**config.mk**
```make
export PLATFORM = sky130hd
export DESIGN_NAME = bmlsu_align
export DESIGN_NICKNAME = d
export VERILOG_FILES = /design/src/rtl/core/bmlsu_pkg.sv /design/src/rtl/core/bmlsu_align.sv
export SDC_FILE = /design/constraint.sdc
export NUM_CORES = 1
export LEC_CHECK = 0
export BUFFER_PORTS_ARGS = -buffer_cell sky130_fd_sc_hd__buf_2
export CAP_MARGIN = 20
export CORE_ASPECT_RATIO = 1.1
export CORE_MARGIN = 5
export CORE_UTILIZATION = 41
export DETAILED_ROUTE_END_ITERATION = 12
export HOLD_SLACK_MARGIN = 0.06
export PLACE_DENSITY_LB_ADDON = 0.15
export REMOVE_ABC_BUFFERS = 1
export SLEW_MARGIN = 20
export SYNTH_ARGS = -nofsm -noshare
export SYNTH_HDL_FRONTEND = slang
export SYNTH_SLANG_ARGS = --single-unit
```
**constraint.sdc**
```tcl
create_clock -name clk -period 3.7 [get_ports clk]
set_clock_uncertainty 0.1 [all_clocks]
set_input_delay 0.185 -clock clk [delete_from_list [all_inputs] [get_ports clk]]
set_output_delay 0.185 -clock clk [all_outputs]
set_load 0.05 [all_outputs]
```
**src/rtl/core/bmlsu_pkg.sv**
```systemverilog
// Shared types and constants of the byte memory load/store unit.
package bmlsu_pkg;

  localparam int DEFAULT_ADDR_BITS = 16;
  localparam int LANES             = 4;
  localparam int LANE_BITS         = 2;
  localparam int BYTE_BITS         = 8;
  localparam int WORD_BITS         = 32;
  localparam int OP_BITS           = 4;
  localparam int TAG_BITS          = 5;

  typedef enum logic [OP_BITS-1:0] {
    OP_FETCH = 4'd0,
    OP_LB    = 4'd1,
    OP_LH    = 4'd2,
    OP_LW    = 4'd3,
    OP_LBU   = 4'd4,
    OP_LHU   = 4'd5,
    OP_SB    = 4'd6,
    OP_SH    = 4'd7,
    OP_SW    = 4'd8
  } op_t;

  typedef enum logic [1:0] {
    W_BYTE = 2'd0,
    W_HALF = 2'd1,
    W_WORD = 2'd2
  } width_t;

  // Request control carried from the address stage to the response stage
  typedef struct packed {
    logic                 load;
    logic                 sext;
    width_t               width;
    logic [LANE_BITS-1:0] lane;
    logic [TAG_BITS-1:0]  tag;
  } rsp_ctrl_t;

endpackage

```
**src/rtl/core/bmlsu_align.sv**
```systemverilog
// Response stage: rotate the lane bytes into place, extend and present the result.
module bmlsu_align (
  input  logic                                              clk,
  input  logic                                              rst,
  input  logic                                              accept,
  input  bmlsu_pkg::rsp_ctrl_t                              ctrl,
  input  logic [bmlsu_pkg::LANES-1:0][bmlsu_pkg::BYTE_BITS-1:0] bank_rdata,
  output logic                                              done,
  output logic [bmlsu_pkg::WORD_BITS-1:0]                   value,
  output logic [bmlsu_pkg::TAG_BITS-1:0]                    tag,
  output logic                                              value_valid
);
  import bmlsu_pkg::*;

  rsp_ctrl_t              ctrl_q;
  logic [WORD_BITS-1:0]   rot;
  logic [WORD_BITS-1:0]   ext;

  // Raise the result strobe in the cycle after the request is taken
  always_ff @(posedge clk) begin
    if (rst) begin
      done <= 1'b0;
    end else begin
      done <= accept;
    end
  end

  // Hold the request control alongside the memory read
  always_ff @(posedge clk) begin
    if (accept) begin
      ctrl_q <= ctrl;
    end
  end

  // Bring the start lane down to byte 0, wrapping across lanes
  assign rot = WORD_BITS'({bank_rdata, bank_rdata} >> {ctrl_q.lane, 3'b000});

  // Extend per access size
  always_comb begin
    case (ctrl_q.width)
      W_BYTE:  ext = {{(WORD_BITS-8){ctrl_q.sext & rot[7]}}, rot[7:0]};
      W_HALF:  ext = {{(WORD_BITS-16){ctrl_q.sext & rot[15]}}, rot[15:0]};
      W_WORD:  ext = rot;
      default: ext = rot;
    endcase
  end

  // Drop value and tag for stores and unknown operations
  assign value_valid = done & ctrl_q.load;
  assign value       = value_valid ? ext : '0;
  assign tag         = value_valid ? ctrl_q.tag : '0;

endmodule

```
==> results_dict.tcl <==
set metrics [dict create \
    hold_class "in -> reg" \
    slew_violations 0 \
    synth_area_leader_cell "mux4_2" \
    via_per_inst 5.75 \
    grt_max_degree 34 \
    dieArea_um2 5530 \
    start_util_pct 42.5 \
    p_leak_nw 0.991 \
    slowest_stage "edfxtp_1" \
    die_h_um 77.5 \
    synth_cell_types 26 \
    crit_cells 5 \
    clockRootBuffer "clkbuf_8" \
    drv_cap 0 \
    whs_ns 0.224 \
    fin_crit_sh_pct 78.7 \
    gp_congestion 0.820 \
    wl_per_cell_um 16.4 \
    grt_pass1_vias 1572 \
    slew_headroom_pct 30.3 \
    crit_fanout 20 \
    cts_made_buffers 3 \
    hold_viol_final 0 \
    core_um2 3990 \
    ys_seq_area_share_pct 20.6 \
    nNetsFinal 270 \
    drt_iter0_drc 59 \
    drc_errors 0 \
    ios 85 \
    wirelength_um 4500 \
    h-tree-depth 1 \
    post_cts_buffers 0 \
    setup_violations 0 \
    diodes 0 \
    slowest_delay_ns 0.95 \
    synth.area.top_cells "mux4_2, edfxtp_1, a31oi_1" \
    ys_warn_count 0 \
    syn_inst 136 \
    antenna_found_initial 0 \
    synth_top_area_share_pct 42.5 \
    drive_above_1_share_pct 58.3 \
    tightestPinTransition_ns 1.04 \
    finalPower_mw 0.577 \
    grt_pass1_wl_um 7330 \
    cts_buffer_depth 2 \
    status "finished, final reports clean" \
    grtUsageTotal_pct 16.2 \
    setup-tns-final_ns 0 \
    rsz0062_at_grt "false" \
    synthesis.area_um2 1700 \
    fmax_mhz 343 \
    place.port_buffers 84 \
    peakVddDrop_mv 0.321 \
    period_minus_slack_ns 2.91 \
    drtAntennaViolNets 0 \
    clock-sinks 12 \
    crit_family "flip-flops" \
    path_cells "buf_4 > mux4_2 > nand2_1 > a31oi_1 > buf_2" \
    fp.dieW_um 71.3 \
    crit_buf_inv 2 \
    crit_arrival_ns 2.63 \
    num_rows 24 \
    path_class "reg -> out" \
    p_per_area_nw_per_um2 260 \
    critPathRequiredTime_ns 3.41 \
    dr.pass1.iters 4 \
    cp-end-kind "output port" \
    postSynthAreaPerCell_um2 12.5 \
    critPathLaunchType "flop" \
    overflow 0 \
    clk_pin_slew_ns 0.05 \
    ys_ff_latch 12 \
    vias 1580 \
    area_growth_pct 30.8 \
    min_path_cells 1 \
    cts_tree "yes" \
]
==> cell usage in the layout (no fill, tap or decap), drive strengths merged <==
cell type    instances
o21ai                1
dlygate4sd3         12
a2bb2oi              1
inv                  1
or2                  1
dfxtp                1
nand3                1
edfxtp              11
mux4                32
mux2i                1
nor2b                9
and3                 5
a21oi                8
nor2                 1
clkbuf               4
and4bb               2
nor4b                1
nand2               25
nand4b               1
buf                 87
mux2                 2
a31oi               16
==> what timing repair did <==
action                    4_1_cts  5_1_grt
hold endpoints to repair       12        0
hold buffers                   12        0
gates resized for setup         0        0
==> cell families after synthesis <==
| group | count (synthesis) | share of synthesized area, % |
|---|---|---|
| buffers and inverters | 17 | 9.14 |
| DFF | 12 | 20.6 |
| AOI/OAI and AO/OA | 26 | 10.3 |
| and+or+nand+nor | 46 | 15.3 |
| muxes | 35 | 44.6 |
==> cell usage after synthesis (all sizes together) <==
| cell type | number |
|---|---|
| a21oi | 8 |
| a2bb2oi | 1 |
| a31oi | 16 |
| and3 | 5 |
| and4bb | 2 |
| buf | 13 |
| clkbuf | 3 |
| dfxtp | 1 |
| edfxtp | 11 |
| inv | 1 |
| mux2 | 2 |
| mux2i | 1 |
| mux4 | 32 |
| nand2 | 25 |
| nand3 | 1 |
| nand4b | 1 |
| nor2 | 1 |
| nor2b | 9 |
| nor4b | 1 |
| o21ai | 1 |
| or2 | 1 |
==> area by class of cell <==
| cell class | instances | area (um2) |
|---|---|---|
| Tap cell | 52 | 65.1 |
| Timing Repair Buffer | 99 | 563 |
| Multi-Input combinational cell | 107 | 1190 |
| Fill cell | 358 | 1780 |
| Sequential cell | 12 | 350 |
| Clock buffer | 4 | 45.0 |
| Inverter | 1 | 3.75 |
==> path summary, 6_finish.rpt <==
kind | startpoint | to
worst max-delay path | ctrl_q[5] | value[18]
worst min-delay path | accept | ctrl_q[3]
==> metal layers <==
layer	vias up	global-route usage [%]	wire (um)
met5	-	0	0
met4	0	6.20	87
met3	9	2.20	343
met2	70	32.3	2450
met1	766	16.7	1620
li1	735	-	-
==> per-stage QoR <==
step           instances  cell area (um2)  util (%)  worst slack [ns]
6_report             275             2220      55.5             0.787
5_1_grt              275             2220      55.5             0.566
4_1_cts              275             2220      55.5             0.731
3_5_place_dp         259             2050      51.4             0.995
3_3_place_gp         259             2050      51.4              1.07
2_1_floorplan        120             1550         -             0.585
==> power by group <==
part	total (mW)	internal (mW)	switching (mW)
Clock	0.123	0.0758	0.0475
Sequential	0.179	0.160	0.0191
Combinational	0.274	0.132	0.142
Total	0.577	0.368	0.209
==> state kept, by name (all words and copies together), names as in the netlist <==
register	cells
done	1
ctrl_q	11
Note: power is estimated with default switching activity, not from simulation.
