**src/rtl/core/bmlsu_pkg.sv**
```systemverilog
// Shared types and constants of the byte memory load/store unit.
package bmlsu_pkg;

  localparam int DEFAULT_ADDR_BITS = 16;
  localparam int LANES             = 4;
  localparam int LANE_BITS         = 2;
  localparam int BYTE_BITS         = 8;
  localparam int WORD_BITS         = 32;
  localparam int OP_BITS           = 4;
  localparam int TAG_BITS          = 5;

  typedef enum logic [OP_BITS-1:0] {
    OP_FETCH = 4'd0,
    OP_LB    = 4'd1,
    OP_LH    = 4'd2,
    OP_LW    = 4'd3,
    OP_LBU   = 4'd4,
    OP_LHU   = 4'd5,
    OP_SB    = 4'd6,
    OP_SH    = 4'd7,
    OP_SW    = 4'd8
  } op_t;

  typedef enum logic [1:0] {
    W_BYTE = 2'd0,
    W_HALF = 2'd1,
    W_WORD = 2'd2
  } width_t;

  // Request control carried from the address stage to the response stage
  typedef struct packed {
    logic                 load;
    logic                 sext;
    width_t               width;
    logic [LANE_BITS-1:0] lane;
    logic [TAG_BITS-1:0]  tag;
  } rsp_ctrl_t;

endpackage

```
**src/rtl/core/bmlsu_route.sv**
```systemverilog
// Address stage: decode the request and steer row, enable and data to each byte lane.
module bmlsu_route #(
  parameter int ADDR_BITS = bmlsu_pkg::DEFAULT_ADDR_BITS
) (
  input  logic [bmlsu_pkg::OP_BITS-1:0]   op,
  input  logic [ADDR_BITS-1:0]            address,
  input  logic [bmlsu_pkg::WORD_BITS-1:0] store_data,
  input  logic [bmlsu_pkg::TAG_BITS-1:0]  dest_tag,
  output logic [bmlsu_pkg::LANES-1:0][ADDR_BITS-bmlsu_pkg::LANE_BITS-1:0] bank_row,
  output logic [bmlsu_pkg::LANES-1:0]     bank_we,
  output logic [bmlsu_pkg::LANES-1:0][bmlsu_pkg::BYTE_BITS-1:0] bank_wdata,
  output bmlsu_pkg::rsp_ctrl_t            ctrl
);
  import bmlsu_pkg::*;

  localparam int ROW_BITS = ADDR_BITS - LANE_BITS;

  logic                        load;
  logic                        store;
  logic                        sext;
  width_t                      width;
  logic [LANE_BITS:0]          nbytes;
  logic [ROW_BITS-1:0]         base;
  logic [LANE_BITS-1:0]        lane;
  logic [LANES-1:0][LANE_BITS-1:0] kofs;

  // Decode the operation into direction, size and extension
  always_comb begin
    load  = 1'b0;
    store = 1'b0;
    sext  = 1'b0;
    width = W_WORD;
    case (op_t'(op))
      OP_FETCH: load = 1'b1;
      OP_LW:    load = 1'b1;
      OP_LB:    begin load = 1'b1; sext = 1'b1; width = W_BYTE; end
      OP_LH:    begin load = 1'b1; sext = 1'b1; width = W_HALF; end
      OP_LBU:   begin load = 1'b1; width = W_BYTE; end
      OP_LHU:   begin load = 1'b1; width = W_HALF; end
      OP_SB:    begin store = 1'b1; width = W_BYTE; end
      OP_SH:    begin store = 1'b1; width = W_HALF; end
      OP_SW:    store = 1'b1;
      default:  begin load = 1'b0; store = 1'b0; end
    endcase
  end

  // Bytes touched by the access
  always_comb begin
    case (width)
      W_BYTE:  nbytes = (LANE_BITS+1)'(1);
      W_HALF:  nbytes = (LANE_BITS+1)'(2);
      W_WORD:  nbytes = (LANE_BITS+1)'(LANES);
      default: nbytes = (LANE_BITS+1)'(LANES);
    endcase
  end

  assign base = address[ADDR_BITS-1:LANE_BITS];
  assign lane = address[LANE_BITS-1:0];

  // Lanes below the start lane hold the bytes that spill into the next row
  always_comb begin
    for (int b = 0; b < LANES; b++) begin
      kofs[b]       = LANE_BITS'(b) - lane;
      bank_row[b]   = (LANE_BITS'(b) < lane) ? base + ROW_BITS'(1) : base;
      bank_we[b]    = store && ({1'b0, kofs[b]} < nbytes);
      bank_wdata[b] = BYTE_BITS'(store_data >> {kofs[b], 3'b000});
    end
  end

  assign ctrl.load  = load;
  assign ctrl.sext  = sext;
  assign ctrl.width = width;
  assign ctrl.lane  = lane;
  assign ctrl.tag   = dest_tag;

endmodule

```
**config.mk**
```make
export PLATFORM = sky130hd
export DESIGN_NAME = bmlsu_route
export DESIGN_NICKNAME = d
export VERILOG_FILES = /design/src/rtl/core/bmlsu_pkg.sv /design/src/rtl/core/bmlsu_route.sv
export SDC_FILE = /design/constraint.sdc
export NUM_CORES = 1
export LEC_CHECK = 0
export BUFFER_PORTS_ARGS = -buffer_cell sky130_fd_sc_hd__buf_4
export CAP_MARGIN = 10
export CORE_MARGIN = 8
export CORE_UTILIZATION = 41
export DETAILED_ROUTE_END_ITERATION = 6
export PLACE_DENSITY = 0.95
export RECOVER_POWER = 50
export SYNTH_ARGS = -nofsm -noshare
export SYNTH_HDL_FRONTEND = slang
export SYNTH_SLANG_ARGS = --single-unit
```
**constraint.sdc**
```tcl
create_clock -name vclk -period 3.5
set_input_delay 0.525 -clock vclk [all_inputs]
set_output_delay 0.525 -clock vclk [all_outputs]
set_load 0.02 [all_outputs]
```
==> results.cfg, run 1 <==
[outcome]
status = finished clean

[global_routing]
grt_max_degree = 36
antenna_found_initial = 0
grt_overflow = 0
grt_pass1_vias = 2070
grt_pass1_wl_mm = 10.8
gr-usage-all-layers_pct = 17.5

[layout]
ff_latch_area_um2 = 0
postLayoutCellArea_um2 = 2680
final_nets = 380
fin_util_pct = 57.9
syn_to_final_growth_pct = 39.0
diodes = 0
fillers = 459
nFlopsAndLatches = 0
drive_gt1_share_pct = 48.7
nClkBuffers = 0

[synthesis]
yosysWarnings = 0
synth_fp_nets = 270
synth_area_um2 = 1930
yosysSeqAreaShare_pct = 0
syn_inst = 206
ys_types = 30
syn_area_per_cell_um2 = 9.35

[min_path]
min_from = dest_tag[4]
hold_path_class = primary input to output pin
hold_end = ctrl[4]
holdPathStages = 0

[setup_path]
critPathRequiredTime_ps = 2970
crit_path_end_kind = output pin
crit_fanout = 35
critPathKind = primary input to output pin
cp-start-kind = primary input
arrival_ps = 2290

[drt]
wl_met1_mm = 2.53
wl_per_cell_um = 18.4
detailroute.via_count = 2052
drt_first_pass_iters = 4
dr_wl_met2_mm = 3.65
wl_met3_um = 556
ant_nets = 0
drt_iter0_drc = 87
drcViolationCount = 0
wirelength_mm = 6.78
highest_layer = met4
post_drt_via_cell_ratio = 5.58

[placement]
gp_congestion = 0.833
place_hpwl_mm = 5.69
dp_slack_ps = 635
place_area_um2 = 2850
port_buffers = 150

[timing]
fmax_ghz = 0.355
tightest_slew_ps = 556
rsz0062_at_grt = false
final_max_slew_viol_count = 0
period_needed_ps = 2820
period_share_pct = 80.5
worst_slack_ps = 682
whs_ps = 1050
setup_viol = 0
final_hold_viol_count = 0
fin_setup_tns_ps = 0
maxSlewHeadroom_pct = 63.0

[power_and_ir_drop]
p_sw_mw = 0.272
pwr-share-seq_pct = 0
comb_power_share_pct = 100.0
clockPowerShare_pct = 0
p_int_mw = 0.224
switching_share_pct = 54.8
ir_worst_vdd_mv = 0.0866
p_leak_nw = 1.14
p_per_area_nw_per_um2 = 185

[die]
fp.dieW_um = 84.6
die_area_um2 = 7150
core.rowCount = 25
boundaryPins = 160
die_y_um = 84.6
core_area_um2 = 4630
initial_core_util_pct = 41.6

[clocking]
cts-hold-fix-buffers = 0
cts_resized = 0
cts_setup_buffers = 0

[flow_run]
drv_cap = 0
worst max path at each step:
| stage | from | endpoint | slack (ps) | cells past startpoint |
|---|---|---|---|---|
| 3_3_place_gp | address[0] | bank_row[37] | 690 | 7 |
| 2_1_floorplan | address[1] | bank_we[2] | 230 | 10 |
| 4_1_cts | address[0] | bank_row[37] | 640 | 7 |
| 5_1_grt | address[0] | bank_row[35] | 440 | 7 |
| 6_report | address[0] | bank_row[37] | 680 | 7 |
| 3_5_place_dp | address[0] | bank_row[37] | 640 | 7 |
cells in the mapped netlist (4+ instances only):
library cell / number / area, um2
nand2_1: 11 / 41.3
clkbuf_1: 4 / 15.0
buf_2: 11 / 55.1
a21oi_1: 6 / 30.0
ha_1: 7 / 87.6
o31a_2: 4 / 40.0
nor2_1: 13 / 48.8
and3_1: 4 / 25.0
xor2_1: 16 / 140
buf_4: 25 / 188
nand3_1: 8 / 40.0
nand4_1: 11 / 68.8
inv_1: 5 / 18.8
xnor2_1: 24 / 210
mux4_2: 32 / 721
layout make-up:
cell class | instances | area [um2] | area share (%)
Inverter | 5 | 18.8 | 0.701
Multi-Input combinational cell | 155 | 1590 | 59.5
Tap cell | 54 | 67.6 | 2.52
Timing Repair Buffer | 154 | 998 | 37.3
critical path: stages:
cell,delay [ps]
buf_4,80
buf_4,450
ha_1,490
nand3_1,240
nor2_1,180
xor2_1,150
buf_4,160
metrics by stage:
stage          instances  total power [mW]
2_1_floorplan        206             0.321
3_3_place_gp         368             0.515
3_5_place_dp         368             0.529
4_1_cts              368             0.530
5_1_grt              368             0.526
6_report             368             0.496
cells in the final DEF, fill, tap and decap left out, drive strengths merged, types with 4 or more instances in the layout:
cell type / Yosys / final
and3: 4 / 4
xor2: 16 / 16
mux4: 32 / 32
nor2: 13 / 13
o31a: 4 / 4
clkbuf: 4 / 42
buf: 42 / 112
ha: 7 / 7
xnor2: 24 / 24
nand2: 11 / 11
inv: 5 / 5
nand3: 8 / 8
nand4: 11 / 11
a21oi: 6 / 6
cells by family after synthesis:
family | Yosys count | share of synthesized area [%]
mux | 35 | 39.2
simple gates | 59 | 16.7
fa+ha+maj | 7 | 4.55
buf+inv | 51 | 16.7
compound gates | 14 | 4.74
xor+xnor | 40 | 18.2
layer usage:
layer	up-vias	global-route usage [%]
li1	953	-
met1	1007	19.2
met2	88	33.5
met3	4	4.59
met4	0	1.94
met5	-	0
power groups by stage:
stage               Clock, mW  Sequential, mW  Combinational, mW
finish                      0               0              0.496
floorplan                   0               0              0.321
global route                0               0              0.526
CTS                         0               0              0.530
global placement            0               0              0.515
detailed placement          0               0              0.529
Note: power is estimated with default switching activity, not from simulation.
==> inputs of run 2 (changes only) <==
Settings changed: ABC_AREA from default to 1.
Clock period 3.5 ns to 3 ns, I/O delays scaled along.
==> run 2 against run 1 <==
Against the previous run:
- count of clock-buffer cells in the layout unchanged
- sequential share of layout area did not move
- sequential cell count unchanged
- via count increased by 32%
- synthesized cell count rose by 72%
- hold slack lost 150 ps
- non-clock buffer count grew 2
- synthesized area down 1.4%
==> results.cfg, run 2 <==
[outcome]
status = finished clean

[setup_path]
cp-start-kind = primary input
cp_slowest_cell = nor2_1
critPathKind = primary input to output pin
cp.buffers_inverters = 2
cp_slowest_stage_delay_ps = 380
critPathRequiredTime_ps = 2550
crit_top_cell = nand2_1
crit_path_end_kind = output pin
crit_family = simple AND/OR/NAND/NOR gates
worstPathCellList = buf_4 -> ha_1 -> nand2_1 -> nor2_1 -> nand2_1 -> xor2_1 -> nand2_1 -> o21ai_0 -> buf_4
crit_fanout = 7
arrival_ps = 2010

[clocking]
cts_resized = 0
cts-hold-fix-buffers = 0
cts_setup_buffers = 0

[drt]
drt_first_pass_iters = 4
post_drt_via_cell_ratio = 5.22
drt_iter0_drc = 77
ant_nets = 0
wl_per_cell_um = 15.6
wirelength_mm = 8.10
detailroute.via_count = 2712
drcViolationCount = 0

[synthesis]
synth_largest_area_cell = nand2_1
synth_area_um2 = 1900
ys_top_cells_by_count = 132 x nand2_1, 59 x o21ai_0, 28 x inv_1, 27 x buf_4, 24 x mux2i_1
synth_top_area_share_pct = 26.1
synthTopCellsByArea = nand2_1 26%, o21ai_0 16%, mux2i_1 13%
syn_area_per_cell_um2 = 5.35
yosysWarnings = 0
yosysSeqAreaShare_pct = 0
ys_types = 29
syn_inst = 355
yosysMostFrequentCell = nand2_1
synth_fp_nets = 419

[global_routing]
gr-usage-all-layers_pct = 20.8
grt_pass1_wl_mm = 12.8
grt_pass1_vias = 2615
antenna_found_initial = 0
grt_overflow = 0
grt_max_degree = 36

[die]
initial_core_util_pct = 43.1
die_y_um = 84.1
boundaryPins = 160
core.rowCount = 24
die_area_um2 = 7070
core_area_um2 = 4410
fp.dieW_um = 84.1

[layout]
ff_latch_area_um2 = 0
drive_gt1_share_pct = 27.4
nFlopsAndLatches = 0
nClkBuffers = 0
final_nets = 534
final_cell_count_no_fill = 520
diodes = 0
syn_to_final_growth_pct = 41.7
final_common_cell = nand2_1
mostFrequentLayoutCells = 132 x nand2_1, 117 x buf_4, 59 x o21ai_0, 39 x clkbuf_1, 28 x inv_1

[power_and_ir_drop]
ir_worst_vdd_mv = 0.132
p_leak_nw = 1.50
p_per_area_nw_per_um2 = 234
p_total_mw = 0.631

[min_path]
hold_path_class = primary input to output pin
hold_end = ctrl[1]
min_from = dest_tag[1]
holdPathStages = 0

[timing]
setup_viol = 0
fmax_ghz = 0.407
period_share_pct = 81.9
period_needed_ps = 2460
fin_setup_tns_ps = 0
whs_ps = 900
tightest_slew_ps = 509
maxSlewHeadroom_pct = 66.1
final_max_slew_viol_count = 0
rsz0062_at_grt = false
final_hold_viol_count = 0

[placement]
dp.cells = 520
port_buffers = 150
place_hpwl_mm = 6.73
gp_congestion = 0.910

[flow_run]
drv_cap = 0
## run 2: cell types whose count changed after synthesis, moves of 4 or more
cell	change
o31a_2	-4
nand4_1	-7
and3_1	-4
nand2_1	+121
mux4_2	-32
mux2i_1	+24
xnor2_1	-20
nand3_1	+8
xor2_1	-11
inv_1	+23
o21ai_0	+56
nor2_1	-7
## run 2: through the flow
| step | utilization (%) | instance area (um2) | setup slack [ps] |
|---|---|---|---|
| global route | 61.0 | 2690 | 362 |
| detailed placement | 64.8 | 2860 | 587 |
| floorplan | - | 1900 | 109 |
| CTS | 64.8 | 2860 | 581 |
| finish | 61.0 | 2690 | 543 |
| global placement | 64.8 | 2860 | 655 |
## run 2: area by class of cell
cell class	instances	area (um2)
multi-input cells	281	1490
inverters	31	116
fillers	425	1720
well taps	52	65.1
repair buffers	156	1020
## run 2: layer usage
metal	global-route usage [%]	up-vias	share of wire, %
met5	0	-	0
met4	4.87	0	2.3
met3	5.57	14	9.6
met2	37.6	134	49
met1	23.1	1213	39
li1	-	1351	-
## run 2: worst max path at each step
stage | start | endpoint | slack (ps) | depth (start not counted)
after global routing | address[2] | bank_row[22] | 360 | 9
final | address[2] | bank_row[22] | 540 | 9
after detailed placement | address[0] | bank_we[2] | 590 | 9
after global placement | address[0] | bank_we[2] | 660 | 9
after floorplan | address[1] | bank_we[2] | 110 | 10
after CTS | address[0] | bank_we[2] | 580 | 9
## run 2: where the power goes
group          internal (mW)  switching (mW)  total (mW)
clock network              0               0           0
registers                  0               0           0
logic                  0.236           0.395       0.631
total                  0.236           0.395       0.631
## run 2: cell families (layout without fill, tap and decap cells)
logic type,count (synthesis),count (layout),share of synthesized area (%)
AND/OR/NAND/NOR,170,170,37.6
buffers and inverters,74,187,20.6
AO/OA/AOI/OAI,69,69,18.7
multiplexers,24,24,12.6
XOR/XNOR,11,11,5.86
adder cells (fa/ha/maj),7,7,4.61
==> inputs of run 3 (changes only) <==
Settings changed: ABC_AREA 1 to 0.
Clock period 3 ns to 2.5 ns, I/O delays scaled along.
==> run 3 against run 2 <==
Against the previous run:
- global-route usage down 2.2 points
- critical endpoint is now bank_we[3]
- die area up 1.1%
- critical path type unchanged
- routed wire length down 11%
- critical path depth down 1
==> results.cfg, run 3 (synthesized netlist as in run 1, its figures left out) <==
[outcome]
status = finished clean

[global_routing]
grt_overflow = 0
antenna_found_initial = 0
gr-usage-all-layers_pct = 18.6
grt_pass1_vias = 2205
grt_pass1_wl_mm = 11.3
grt_max_degree = 35

[die]
initial_core_util_pct = 41.6
core_area_um2 = 4630
die_y_um = 84.6
fp.dieW_um = 84.6
boundaryPins = 160
die_area_um2 = 7150
core.rowCount = 25

[layout]
final_nets = 382
final_common_cell = buf_4
mostFrequentLayoutCells = 137 x buf_4, 32 x mux4_2, 24 x xnor2_1, 18 x clkbuf_1, 16 x xor2_1
drive_gt1_share_pct = 57.9
postLayoutCellArea_um2 = 2820
diodes = 0
nFlopsAndLatches = 0
ff_latch_area_um2 = 0
nClkBuffers = 0
syn_to_final_growth_pct = 46.6
fillers = 412
fin_util_pct = 61.0
final_cell_count_no_fill = 370

[timing]
final_max_slew_viol_count = 0
setup_viol = 0
period_share_pct = 95.5
maxSlewHeadroom_pct = 64.7
tightest_slew_ps = 529
rsz0062_at_grt = false
fin_setup_tns_ps = 0
fmax_ghz = 0.419
period_needed_ps = 2390
final_hold_viol_count = 0

[setup_path]
cp-start-kind = primary input
cp.buffers_inverters = 2
crit_path_end_kind = output pin
crit_family = compound AO/OA/AOI/OAI gates
startpoint = op[2]
worstPathCellList = buf_4 -> nor3b_2 -> a21oi_1 -> or2_2 -> ha_1 -> o31a_2 -> a31oi_1 -> buf_4
crit_top_cell = buf_4
critPathRequiredTime_ps = 2120
cp_slowest_stage_delay_ps = 340
cp_slowest_cell = or2_2
arrival_ps = 2010
crit_fanout = 9
critPathKind = primary input to output pin

[min_path]
min_from = dest_tag[1]
holdPathStages = 0
hold_end = ctrl[1]
hold_path_class = primary input to output pin

[power_and_ir_drop]
p_per_area_nw_per_um2 = 262
p_leak_nw = 1.25
ir_worst_vdd_mv = 0.148

[drt]
ant_nets = 0
wirelength_mm = 7.22
drcViolationCount = 0
wl_met3_um = 521
wl_per_cell_um = 19.5
detailroute.via_count = 2104
highest_layer = met4
wl_met1_mm = 2.57
drt_first_pass_iters = 4
drt_iter0_drc = 115
post_drt_via_cell_ratio = 5.69
dr_wl_met2_mm = 3.99

[placement]
dp.cells = 370
place_hpwl_mm = 6.04
port_buffers = 150
gp_congestion = 0.874
place_area_um2 = 2890

[clocking]
cts_setup_buffers = 0
cts_resized = 0
cts-hold-fix-buffers = 0

[flow_run]
drv_cap = 0
[run 3: layout make-up]
cell class / instances / area (um2) / share of cell area [%]
Inverter: 5 / 18.8 / 0.665
Timing Repair Buffer: 156 / 1120 / 39.5
Multi-Input combinational cell: 155 / 1620 / 57.4
Tap cell: 54 / 67.6 / 2.39
[run 3: layer usage]
| layer | up-vias | GRT usage (%) |
|---|---|---|
| met4 | 0 | 3.56 |
| li1 | 959 | - |
| met1 | 1023 | 19.3 |
| met2 | 110 | 36.8 |
| met5 | - | 0 |
| met3 | 12 | 4.10 |
[run 3: report_power, final]
group	switching [mW]	internal [mW]
Sequential	0	0
Clock	0	0
Combinational	0.393	0.346
Total	0.393	0.346
[run 3: worst max-delay path by stage]
| stage | endpoint | slack [ps] | depth (start not counted) |
|---|---|---|---|
| floorplan | bank_we[2] | 2 | 10 |
| global placement | bank_we[3] | 210 | 8 |
| detailed placement | bank_we[3] | 130 | 8 |
| CTS | bank_we[3] | 120 | 8 |
| global route | bank_we[3] | 20 | 8 |
| finish | bank_we[3] | 110 | 8 |
[run 3: per-stage QoR]
step | hold WS [ps] | power (mW) | worst slack (ps)
CTS | 750 | 0.758 | 119
detailed placement | 750 | 0.756 | 131
global route | 750 | 0.782 | 15.1
global placement | 750 | 0.734 | 213
finish | 750 | 0.739 | 112
floorplan | 863 | 0.459 | 1.66
